--- config.mk ---
export PLATFORM = sky130hd
export DESIGN_NAME = mlp_2_2_1_backprop_step_top
export DESIGN_NICKNAME = d
export VERILOG_FILES = /design/src/design/mlp221_pkg.sv /design/src/design/mlp221_sig_lut.sv /design/src/design/mlp_2_2_1_backprop_step_top.sv
export SDC_FILE = /design/constraint.sdc
export NUM_CORES = 2
export LEC_CHECK = 0
export BUFFER_PORTS_ARGS = -buffer_cell sky130_fd_sc_hd__buf_4
export CORE_UTILIZATION = 58
export CTS_CLUSTER_SIZE = 10
export DETAILED_ROUTE_END_ITERATION = 10
export PLACE_DENSITY = 0.86
export SLEW_MARGIN = 20
export SYNTH_ARGS = -nofsm -noshare
export SYNTH_HDL_FRONTEND = slang
export SYNTH_SLANG_ARGS = --single-unit
--- constraint.sdc ---
create_clock -name aclk -period 9 [get_ports aclk]
set_clock_uncertainty 0.2 [all_clocks]
set_input_delay 1.8 -clock aclk [delete_from_list [all_inputs] [get_ports aclk]]
set_output_delay 1.8 -clock aclk [all_outputs]
set_load 0.02 [all_outputs]
--- src/design/mlp221_pkg.sv ---
// shared constants, saturation and sigmoid table generation for the 2-2-1 training block
package mlp221_pkg;

    localparam int unsigned ONE_Q12   = 4096;
    localparam longint      Q30       = 64'sd1073741824;
    localparam longint      EXP_M1_Q30 = 64'sd395007543;

    localparam logic signed [15:0] RST_W1     = 16'sd1638;
    localparam logic signed [15:0] RST_W2     = 16'sd410;
    localparam logic signed [15:0] RST_WB     = -16'sd819;
    localparam logic signed [15:0] RST_VA1    = 16'sd2458;
    localparam logic signed [15:0] RST_VB1    = -16'sd410;
    localparam logic signed [15:0] RST_VBIAS1 = 16'sd1229;
    localparam logic signed [15:0] RST_VA2    = -16'sd1229;
    localparam logic signed [15:0] RST_VB2    = 16'sd1638;
    localparam logic signed [15:0] RST_VBIAS2 = 16'sd2048;
    localparam logic [12:0]         RST_ALPHA  = 13'd1024;
    localparam logic [12:0]         Q12_ONE    = 13'd4096;

    typedef logic signed [15:0] weight_t;

    // clamp a widened sum to the 16-bit weight range
    function automatic weight_t sat16(input logic signed [24:0] x);
        weight_t r;
        if (x > 25'sd32767) begin
            r = 16'sh7fff;
        end else if (x < -25'sd32768) begin
            r = 16'sh8000;
        end else begin
            r = x[15:0];
        end
        return r;
    endfunction

    // unsigned quotient by shift and subtract, only for table constants
    function automatic longint unsigned udiv(input longint unsigned num,
                                             input longint unsigned den);
        longint unsigned quo;
        longint unsigned rem;
        quo = '0;
        rem = '0;
        for (int i = 63; i >= 0; i--) begin
            rem = {rem[62:0], num[i]};
            if (rem >= den) begin
                rem    = rem - den;
                quo[i] = 1'b1;
            end
        end
        return quo;
    endfunction

    // sigmoid of a non-negative q4.12 code, exp by taylor series and powers of exp(-1)
    function automatic longint sig_pos(input longint u);
        longint unsigned f;
        longint unsigned term;
        longint          sum;
        longint          e;
        longint          k;
        f    = (longint'(u) & 64'd4095) << 18;
        term = longint'(Q30);
        sum  = Q30;
        for (int n = 1; n <= 14; n++) begin
            term = udiv((term * f) >> 30, n);
            if ((n & 1) == 1) begin
                sum = sum - longint'(term);
            end else begin
                sum = sum + longint'(term);
            end
        end
        e = (sum < 0) ? 64'sd0 : sum;
        for (k = 0; k < (u >>> 12); k++) begin
            e = (e * EXP_M1_Q30) >>> 30;
        end
        return longint'(udiv(longint'(ONE_Q12) * Q30 + ((Q30 + e) >>> 1), Q30 + e));
    endfunction

    // table entry k for a table of the given depth, value at the bin center
    function automatic longint sig_entry(input longint k, input longint depth);
        longint c;
        c = longint'(udiv((2 * k + 1) * 32768, depth)) - 32768;
        return (c >= 0) ? sig_pos(c) : longint'(ONE_Q12) - sig_pos(-c);
    endfunction

endpackage

--- src/design/mlp221_sig_lut.sv ---
// sigmoid lookup: bin index from a saturated net input and a constant table
module mlp221_sig_lut #(
    parameter int SIGMOID_TABLE_DEPTH = 256
) (
    input  logic signed [15:0] net_in,
    output logic [12:0]        sig_out
);

    localparam int IW = (SIGMOID_TABLE_DEPTH > 1) ? $clog2(SIGMOID_TABLE_DEPTH) : 1;
    localparam int PW = 16 + IW + 1;

    logic [12:0]   rom [SIGMOID_TABLE_DEPTH];
    logic [15:0]   offs;
    logic [PW-1:0] prod;
    logic [IW-1:0] idx;

    for (genvar k = 0; k < SIGMOID_TABLE_DEPTH; k++) begin : g_rom
        localparam logic [12:0] ENT =
            13'(mlp221_pkg::sig_entry(longint'(k), longint'(SIGMOID_TABLE_DEPTH)));
        assign rom[k] = ENT;
    end

    // code + 32768 as unsigned, scaled by depth, top bits pick the bin
    assign offs    = {~net_in[15], net_in[14:0]};
    assign prod    = PW'(offs) * PW'(SIGMOID_TABLE_DEPTH);
    assign idx     = prod[16 +: IW];
    assign sig_out = rom[idx];

endmodule

--- src/design/mlp_2_2_1_backprop_step_top.sv ---
// top level: one online backpropagation step of a 2-2-1 sigmoid network on a shared multiplier
//
//  channel   dir  handshake            contents
//  s_        in   s_tvalid/s_tready    input_a, input_b, target
//  m_        out  m_tvalid/m_tready    net_output, output_error, nine updated weights
//  cfg_      in   cfg_we               learning_rate
//
// each request is accepted, then runs 27 sequencer steps through the
// single 18x18 multiplier and accumulator, which serves every product of the step.
// s_tready is low while a step is running; the result sits in an output register,
// so a new request is taken while the previous result waits. if the previous result
// is still not taken at the last step, the sequencer holds there and commits later.
// reset (synchronous, aresetn low) restores the nine weights and learning rate.
module mlp_2_2_1_backprop_step_top #(
    parameter int SIGMOID_TABLE_DEPTH = 256
) (
    input  logic         aclk,
    input  logic         aresetn,
    input  logic         s_tvalid,
    output logic         s_tready,
    input  logic [47:0]  s_tdata,   // input_a[15:0], input_b[31:16], target[44:32], zero pad
    output logic         m_tvalid,
    input  logic         m_tready,
    output logic [175:0] m_tdata,   // net_output[12:0], output_error[26:13], w_hidden1,
                                    // w_hidden2, w_bias, v_a1, v_b1, v_bias1, v_a2, v_b2,
                                    // v_bias2 (16 bits each from bit 27 up), zero pad
    input  logic         cfg_we,
    input  logic [12:0]  cfg_wdata
);

    // sequencer steps
    localparam logic [4:0] S_A1   = 5'd0;
    localparam logic [4:0] S_B1   = 5'd1;
    localparam logic [4:0] S_A2   = 5'd2;
    localparam logic [4:0] S_B2   = 5'd3;
    localparam logic [4:0] S_DZ1M = 5'd4;
    localparam logic [4:0] S_W1   = 5'd5;
    localparam logic [4:0] S_W2   = 5'd6;
    localparam logic [4:0] S_DZ2M = 5'd7;
    localparam logic [4:0] S_LUTY = 5'd8;
    localparam logic [4:0] S_DYM  = 5'd9;
    localparam logic [4:0] S_DY   = 5'd10;
    localparam logic [4:0] S_DELM = 5'd11;
    localparam logic [4:0] S_DEL  = 5'd12;
    localparam logic [4:0] S_ADM  = 5'd13;
    localparam logic [4:0] S_G1M  = 5'd14;
    localparam logic [4:0] S_AZ1  = 5'd15;
    localparam logic [4:0] S_DJ1M = 5'd16;
    localparam logic [4:0] S_G2M  = 5'd17;
    localparam logic [4:0] S_AZ2  = 5'd18;
    localparam logic [4:0] S_DJ2M = 5'd19;
    localparam logic [4:0] S_A1M  = 5'd20;
    localparam logic [4:0] S_A2M  = 5'd21;
    localparam logic [4:0] S_UA1  = 5'd22;
    localparam logic [4:0] S_UB1  = 5'd23;
    localparam logic [4:0] S_UA2  = 5'd24;
    localparam logic [4:0] S_UB2  = 5'd25;
    localparam logic [4:0] S_DONE = 5'd26;

    localparam logic [12:0] Q12_ONE_C = mlp221_pkg::Q12_ONE;

    // control
    logic       busy_reg;
    logic [4:0] step_reg;
    logic       m_tvalid_reg;
    logic       commit;
    logic       accept;

    // configuration and latched request
    logic [12:0]               alpha_reg;
    logic [12:0]               alpha_c;
    logic signed [15:0]        a_reg, b_reg;
    logic [12:0]               t_reg;

    // weights and their updated copies
    mlp221_pkg::weight_t w1_reg, w2_reg, wb_reg, va1_reg, vb1_reg, vbias1_reg;
    mlp221_pkg::weight_t va2_reg, vb2_reg, vbias2_reg;
    mlp221_pkg::weight_t nw1_reg, nw2_reg, nwb_reg, nva1_reg, nvb1_reg, nvbias1_reg;
    mlp221_pkg::weight_t nva2_reg, nvbias2_reg;
    mlp221_pkg::weight_t nvb2;

    // intermediates
    logic signed [15:0] zin1_reg, zin2_reg, yin_reg;
    logic [12:0]        z1_reg, z2_reg, y_reg;
    logic signed [13:0] err_reg;
    logic [10:0]        dz1_reg, dz2_reg, dy_reg;
    logic signed [17:0] del_reg, ad_reg, tmp_reg, dj1_reg, dj2_reg, a1_reg, a2_reg;

    // shared multiplier and accumulator
    logic signed [17:0] mul_a, mul_b;
    logic               mul_on, mul_add;
    logic signed [35:0] prod;
    logic signed [35:0] acc_reg;
    logic signed [23:0] q;

    // sigmoid lookup
    logic signed [15:0] lut_in;
    logic [12:0]        lut_out;

    mlp221_sig_lut #(
        .SIGMOID_TABLE_DEPTH(SIGMOID_TABLE_DEPTH)
    ) u_lut (
        .net_in  (lut_in),
        .sig_out (lut_out)
    );

    assign accept   = s_tvalid && s_tready;
    assign s_tready = !busy_reg;
    assign m_tvalid = m_tvalid_reg;
    assign commit   = busy_reg && (step_reg == S_DONE) && (!m_tvalid_reg || m_tready);
    assign alpha_c  = (alpha_reg > Q12_ONE_C) ? Q12_ONE_C : alpha_reg;
    assign q        = acc_reg[35:12];   // floor division by 4096
    assign prod     = mul_a * mul_b;
    assign nvb2     = mlp221_pkg::sat16(25'(q) + 25'(vb2_reg));

    // lookup source per step
    always_comb begin
        unique case (step_reg)
            S_W1:    lut_in = zin2_reg;
            S_LUTY:  lut_in = yin_reg;
            default: lut_in = zin1_reg;
        endcase
    end

    // multiplier operand select per step
    always_comb begin
        mul_a   = '0;
        mul_b   = '0;
        mul_on  = 1'b1;
        mul_add = 1'b0;
        unique case (step_reg)
            S_A1:   begin mul_a = 18'(a_reg); mul_b = 18'(va1_reg); end
            S_B1:   begin mul_a = 18'(b_reg); mul_b = 18'(vb1_reg); mul_add = 1'b1; end
            S_A2:   begin mul_a = 18'(a_reg); mul_b = 18'(va2_reg); end
            S_B2:   begin mul_a = 18'(b_reg); mul_b = 18'(vb2_reg); mul_add = 1'b1; end
            S_DZ1M: begin
                mul_a = signed'(18'(z1_reg));
                mul_b = signed'(18'(Q12_ONE_C)) - signed'(18'(z1_reg));
            end
            S_W1:   begin mul_a = signed'(18'(z1_reg)); mul_b = 18'(w1_reg); end
            S_W2:   begin
                mul_a = signed'(18'(z2_reg)); mul_b = 18'(w2_reg); mul_add = 1'b1;
            end
            S_DZ2M: begin
                mul_a = signed'(18'(z2_reg));
                mul_b = signed'(18'(Q12_ONE_C)) - signed'(18'(z2_reg));
            end
            S_DYM:  begin
                mul_a = signed'(18'(y_reg));
                mul_b = signed'(18'(Q12_ONE_C)) - signed'(18'(y_reg));
            end
            S_DELM: begin mul_a = 18'(err_reg); mul_b = signed'(18'(dy_reg)); end
            S_ADM:  begin mul_a = signed'(18'(alpha_c)); mul_b = del_reg; end
            S_G1M:  begin mul_a = del_reg; mul_b = 18'(w1_reg); end
            S_AZ1:  begin mul_a = ad_reg; mul_b = signed'(18'(z1_reg)); end
            S_DJ1M: begin mul_a = tmp_reg; mul_b = signed'(18'(dz1_reg)); end
            S_G2M:  begin mul_a = del_reg; mul_b = 18'(w2_reg); end
            S_AZ2:  begin mul_a = ad_reg; mul_b = signed'(18'(z2_reg)); end
            S_DJ2M: begin mul_a = tmp_reg; mul_b = signed'(18'(dz2_reg)); end
            S_A1M:  begin mul_a = signed'(18'(alpha_c)); mul_b = dj1_reg; end
            S_A2M:  begin mul_a = signed'(18'(alpha_c)); mul_b = dj2_reg; end
            S_UA1:  begin mul_a = a1_reg; mul_b = 18'(a_reg); end
            S_UB1:  begin mul_a = a1_reg; mul_b = 18'(b_reg); end
            S_UA2:  begin mul_a = a2_reg; mul_b = 18'(a_reg); end
            S_UB2:  begin mul_a = a2_reg; mul_b = 18'(b_reg); end
            default: mul_on = 1'b0;
        endcase
    end

    // datapath registers
    always_ff @(posedge aclk) begin
        if (accept) begin
            a_reg <= s_tdata[15:0];
            b_reg <= s_tdata[31:16];
            t_reg <= (s_tdata[44:32] > Q12_ONE_C) ? Q12_ONE_C : s_tdata[44:32];
        end
        if (busy_reg && mul_on) begin
            acc_reg <= (mul_add ? acc_reg : 36'sd0) + prod;
        end
        if (busy_reg) begin
            unique case (step_reg)
                S_A2:   zin1_reg <= mlp221_pkg::sat16(25'(q) + 25'(vbias1_reg));
                S_B2:   z1_reg   <= lut_out;
                S_DZ1M: zin2_reg <= mlp221_pkg::sat16(25'(q) + 25'(vbias2_reg));
                S_W1:   begin z2_reg <= lut_out; dz1_reg <= q[10:0]; end
                S_DZ2M: yin_reg  <= mlp221_pkg::sat16(25'(q) + 25'(wb_reg));
                S_LUTY: begin y_reg <= lut_out; dz2_reg <= q[10:0]; end
                S_DYM:  err_reg  <= signed'({1'b0, t_reg}) - signed'({1'b0, y_reg});
                S_DY:   dy_reg   <= q[10:0];
                S_DEL:  del_reg  <= q[17:0];
                S_G1M:  ad_reg   <= q[17:0];
                S_AZ1:  tmp_reg  <= q[17:0];
                S_DJ1M: nw1_reg  <= mlp221_pkg::sat16(25'(q) + 25'(w1_reg));
                S_G2M:  dj1_reg  <= q[17:0];
                S_AZ2:  tmp_reg  <= q[17:0];
                S_DJ2M: nw2_reg  <= mlp221_pkg::sat16(25'(q) + 25'(w2_reg));
                S_A1M:  dj2_reg  <= q[17:0];
                S_A2M:  begin
                    a1_reg  <= q[17:0];
                    nwb_reg <= mlp221_pkg::sat16(25'(ad_reg) + 25'(wb_reg));
                end
                S_UA1:  a2_reg   <= q[17:0];
                S_UB1:  begin
                    nva1_reg    <= mlp221_pkg::sat16(25'(q) + 25'(va1_reg));
                    nvbias1_reg <= mlp221_pkg::sat16(25'(a1_reg) + 25'(vbias1_reg));
                end
                S_UA2:  begin
                    nvb1_reg    <= mlp221_pkg::sat16(25'(q) + 25'(vb1_reg));
                    nvbias2_reg <= mlp221_pkg::sat16(25'(a2_reg) + 25'(vbias2_reg));
                end
                S_UB2:  nva2_reg <= mlp221_pkg::sat16(25'(q) + 25'(va2_reg));
                default: ;
            endcase
        end
        // result register, packed lowest field first
        if (commit) begin
            m_tdata <= {5'd0, nvbias2_reg, nvb2, nva2_reg, nvbias1_reg, nvb1_reg,
                        nva1_reg, nwb_reg, nw2_reg, nw1_reg, err_reg, y_reg};
        end
    end

    // control, configuration and weight state
    always_ff @(posedge aclk) begin
        if (!aresetn) begin
            busy_reg     <= 1'b0;
            step_reg     <= S_A1;
            m_tvalid_reg <= 1'b0;
            alpha_reg    <= mlp221_pkg::RST_ALPHA;
            w1_reg       <= mlp221_pkg::RST_W1;
            w2_reg       <= mlp221_pkg::RST_W2;
            wb_reg       <= mlp221_pkg::RST_WB;
            va1_reg      <= mlp221_pkg::RST_VA1;
            vb1_reg      <= mlp221_pkg::RST_VB1;
            vbias1_reg   <= mlp221_pkg::RST_VBIAS1;
            va2_reg      <= mlp221_pkg::RST_VA2;
            vb2_reg      <= mlp221_pkg::RST_VB2;
            vbias2_reg   <= mlp221_pkg::RST_VBIAS2;
        end else begin
            if (cfg_we) begin
                alpha_reg <= cfg_wdata;
            end
            if (accept) begin
                busy_reg <= 1'b1;
                step_reg <= S_A1;
            end else if (busy_reg && step_reg != S_DONE) begin
                step_reg <= step_reg + 5'd1;
            end
            if (commit) begin
                busy_reg     <= 1'b0;
                m_tvalid_reg <= 1'b1;
                w1_reg       <= nw1_reg;
                w2_reg       <= nw2_reg;
                wb_reg       <= nwb_reg;
                va1_reg      <= nva1_reg;
                vb1_reg      <= nvb1_reg;
                vbias1_reg   <= nvbias1_reg;
                va2_reg      <= nva2_reg;
                vb2_reg      <= nvb2;
                vbias2_reg   <= nvbias2_reg;
            end else if (m_tvalid_reg && m_tready) begin
                m_tvalid_reg <= 1'b0;
            end
        end
    end

endmodule

-- Yosys cells after proc, flatten, opt, wreduce, memory -nomap -nowiden
Memories as Yosys holds them, arrays and structs flattened.
Cells that the tools add are included.
- register bits: 804
- memory bits (read-only): 3328
- input port bits: 66
- output and inout port bits: 178
- word-level logic and storage cells: 193
- memories kept: 1
- add/subtract/negate cells: 18
- multiply operators: 1
- $lt $le $gt $ge: 27
- equal/unequal tests: 27
- mux-type cells: 24
- bitwise operators: 3
- reduce and logical (&&, ||, !) cells: 49
- memories (name ; words ; bits a word ; read ports ; clocked after Yosys merged registers in ; wr ports ; line ; source):
    (no name shown) ; 256 ; 13 ; 1 ; 0 ; 0 ; mlp221_sig_lut.sv:27 ; assign sig_out = rom[idx];
- operators by type and width (operator ; number):
    case mux 18 bit (19 select lines) ; 1
    adder 24 x 16 -> 25 bit ; 9
    greater-than comparator 25 x 16 -> 1 bit (second input constant) ; 9
    < comparator 25 x 16 -> 1 bit (second input constant) ; 9
    case mux 18 bit (12 select lines) ; 1
    two-way mux 16 bit ; 13
    adder 18 x 16 -> 19 bit ; 3
    greater-than comparator 19 x 16 -> 1 bit (second input constant) ; 3
    < comparator 19 x 16 -> 1 bit (second input constant) ; 3
    equality test 5 bit (second input constant) ; 11
    subtractor 13 x 13 -> 14 bit (first input constant) ; 3
    equality test 5 x 4 -> 1 bit (second input constant) ; 8
    AND reduction 2 bit ; 20
    two-way mux 13 bit ; 3
    adder 36 bit ; 1
    multiplier 18 x 18 -> 36 bit ; 1
    two-way mux 36 bit ; 1
    case mux 16 bit (2 select lines) ; 1
    OR reduction 2 bit ; 15
    greater-than comparator 13 bit (second input constant) ; 2
    OR reduction 23 bit ; 1
    equality test 5 x 3 -> 1 bit (second input constant) ; 4
    subtractor 13 x 13 -> 14 bit ; 1
    equality test 5 x 2 -> 1 bit (second input constant) ; 2
    other kinds (13) ; 24

-- Depth between registers and ports, before layout
- depth in word-level cells: 7
- depth in mapped cells: 39
- depth with buffers taken out: 36

-- Modules after synthesis
From an unflattened synthesis, not the netlist that was laid out.
- cell total of the unflattened synthesis: 5897
- area total of the unflattened synthesis: 59671.0 um2
- by module, submodules not included (module ; instances ; cells an instance ; area each (um2) ; sequential area each (um2)):
    mlp_2_2_1_backprop_step_top ; 1 ; 5457 ; 56900.8 ; 22501.6
    mlp221_sig_lut ; 1 ; 440 ; 2770.2 ; 0.0

-- Worst setup path after synthesis
No wires, ideal clock.
- path type: register to register
- start point: register step_reg[0]
- end point: register acc_reg[34] (data pin)
- setup time: 0.263 ns
- arrival time: 8.389 ns
- required time: 8.537 ns
- slack: 0.148 ns
- stages on the path, launching flop included: 31
- period minus slack after synthesis: 8.852 ns
- cell sequence: dfxtp_1 ha_1 clkbuf_1 and3_1 ha_1 or2_2 clkbuf_1 a22oi_1 nand2_1 a2111oi_0 nor2_1 fa_1 inv_1 fa_1 inv_1 fa_1 fa_1 fa_1 fa_1 fa_1 ha_1 a21o_1 a21oi_1 o21a_1 o21ai_0 o211ai_1 a41oi_1 o21ai_0 nand2b_1 a311oi_1 xnor2_1
- word-level cells in the longest chain between the ends: 5
- RTL lines (what ; line ; source):
    start: declaration ; mlp_2_2_1_backprop_step_top.sv:64 ; logic [4:0] step_reg;
    start signal: assignment ; mlp_2_2_1_backprop_step_top.sv:246 ; step_reg <= step_reg + 5'd1;
    equality test 5 bit, or another cell as far along ; mlp_2_2_1_backprop_step_top.sv:131 ; unique case (step_reg)
    OR reduction 2 bit (no source line) / OR reduction 3 bit (equally long branches) ; -- ;
    case mux 18 bit (19 select lines), or another cell as far along ; mlp_2_2_1_backprop_step_top.sv:131 ;
    multiplier 18 x 18 -> 36 bit / two-way mux 36 bit (equally long branches) ; mlp_2_2_1_backprop_step_top.sv:113, mlp_2_2_1_backprop_step_top.sv:178 ;
    adder 36 bit (*) ; mlp_2_2_1_backprop_step_top.sv:178 ; acc_reg <= (mul_add ? acc_reg : 36'sd0) + prod;
    end signal: assignment ; mlp_2_2_1_backprop_step_top.sv:178 ;
    end: declaration ; mlp_2_2_1_backprop_step_top.sv:93 ; logic signed [35:0] acc_reg;
Mark *: on every way between the ends. The rest lies on a longest branch, timed or not.
A chain may end at the register's enable or synchronous reset.

-- Worst setup path after layout
Ends and elaborated chain as after synthesis.

==> metrics.txt <==
Hold WC Path Type=reg -> reg; DRT Pass-1 Iters=11; Reg clk slew, reported paths=approximately 60 ps; gr ovfl total=0; cts bufs inserted=a little over 90; most frequent cells in the layout=buf_4, nand2_1, edfxtp_1, inv_1, ha_1; RSZ-0062 raised after global routing=true; core area=98,600 um2; root buffer cell=clkbuf_16; Worst setup SP type=flip-flop; crit share post-route=101%; top_reg_cell synth=edfxtp_1; Die Span Y=318 um; Worst path most repeated cell=fa_1; worst slew pin tran=about 1200 ps; Max Clock Freq=between 0.1 and 0.15 GHz; placed instance area=64,200 um2; Critical Path Max Stage Delay=580 ps; final core occ=a little over two thirds; Max-Cap Viols=0; CP Capture Type=flip-flop; Die Area=101,000 um2; via count=51,800; Post-synth ARST share=0%; Tot GR Track Use=roughly 40%; Finished Cell Area=around 68,000 um2; CTS Hold Bufs=0; port bufs=234; CTS Buffer Depth=3; Synth cell types=94; Die Wd=roughly 320 um; CTS sink cnt=776; CTS tree=built; vias in the first global route=roughly 50,000; Worst Hold Depth=0; layout cells sized above 1=around 17%; Initial Util=roughly three fifths; Vias/cell=6.63; worst-skew pair later-pin latency=730 ps; post-synthesis sequential area ratio=37.5%; Nets=7,293; Std-Cell Rows=around 120; # fillers=around 7,000; First DRT Iteration DRCs=a little under 8,000; crit path max fanout=7; failing checks=DRC, setup timing; Final Setup Violations=5; Final GP Congestion=between 1 and 1.5; H-Tree Depth=3; WL final=approximately 210,000 um; DRC Markers=4; Synth Instances=~5,800; setup TNS=-330 ps; area delta synth->final=18.2%; syn_area_per_cell=9.93 um2; Routed WL per cell=around 27 um; Slew Limit Fails=0; pre-CTS setup slack=-499 ps; status=finished, violations left; I/O pin count=244; crit path DAT=9340 ps; initial antenna violation count=13; global-route wire length before repair=approximately 300,000 um; Post-Syn Area=approximately 58,000 um2; max_slew headroom=between 10% and 20%; Synth Warn #=0; commonest non-fill, non-tap cell in the layout=buf_4; detailed placement HPWL=between 150,000 and 200,000 um; Routed Antenna Nets=0; final setup margin=-118 ps; pin count of the biggest net entering global routing=134; worst path required time=9230 ps; worst setup path category=reg -> reg; final hold vios=0; CP max-delay cell=fa_1; Post-synth EDFFs=612; max reg flops=170; minimum clock period=just over 9000 ps; synthesized flop and latch total=between 700 and 800; Register-to-Register Path Depth=37
## metal layers
metal  wire (um)  vias up  GRT usage [%]
li1            -    22100              -
met1       75500    24800           52.3
met2       87700     3954           58.7
met3       31200      926           13.1
met4       15900       14           25.3
met5          92        -              0
## cell families after synthesis
family / count (synthesis) / share of synthesized area [%]
flops: 776 / 37.5
mux: 24 / 0.420
simple gates: 1697 / 13.5
buf+inv: 776 / 5.18
compound gates: 1499 / 17.6
other cells: 1 / 0.00649
xor+xnor: 256 / 3.88
fa+ha+maj: 792 / 22.0
## per-stage QoR
stage / std cells / hold WS [ps]
floorplan: 5826 / 226
global route: 7801 / 253
finish: 7805 / 248
CTS: 7774 / 251
detailed placement: 7597 / 236
global placement: 7597 / 231
## path summary, 6_finish.rpt
path | to | slack [ps] | start
max | acc_reg[34] | -120 | step_reg[0]
min | m_tdata[125] | 250 | nva2_reg[2]
max reg2reg | acc_reg[34] | -120 | step_reg[0]
min reg2reg | m_tdata[125] | 250 | nva2_reg[2]
## Yosys cell counts, drive strengths merged, types with 63 or more instances
cell | count | share of area [%]
ha | 417 | 9.0
nor3 | 99 | 0.86
a21boi | 85 | 1.1
a21o | 127 | 1.6
xor2 | 103 | 1.6
nand2 | 725 | 4.7
fa | 375 | 13
dfxtp | 164 | 5.7
a21oi | 307 | 2.7
o21ai | 308 | 2.7
nand3 | 127 | 1.1
inv | 528 | 3.4
nor2 | 351 | 2.3
nand2b | 63 | 0.68
clkbuf | 200 | 1.3
a22oi | 113 | 1.5
edfxtp | 612 | 32
nor2b | 67 | 0.72
xnor2 | 153 | 2.3
## area by class of cell
cell class                 instances  area, um2  area share (%)
sequential                       776      21700            31.7
inverter                         531       2000            2.93
multi-input combinational       4274      34200            50.0
clock buffer                     158       2660            3.89
tap                             1287       1610            2.36
antenna                            4       10.0          0.0146
timing repair buffer             759       5980            8.75
clock inverter                    16        268           0.392
## critical path, delay by kind of cell, from the launching register on
family                   cells  cell delay [ps]
buffers and inverters       10             1250
flip-flops                   1              390
AO/OA/AOI/OAI                8             1480
AND/OR/NAND/NOR              9             1220
adder cells (fa/ha/maj)      9             4100
XOR/XNOR                     1              140
## what timing repair did
| item | 4_1_cts | 5_1_grt |
|---|---|---|
| buffers inserted | 3 | 23 |
| endpoints found under the setup margin | 13 | 15 |
| endpoints found under the hold margin | 0 | 0 |
| resized for setup | 69 | 143 |
| pin swaps | 17 | 67 |
| cloned | 0 | 3 |
Power is not shown: default switching activity piles up to over one toggle a cycle in this logic, so the estimate is an artifact.
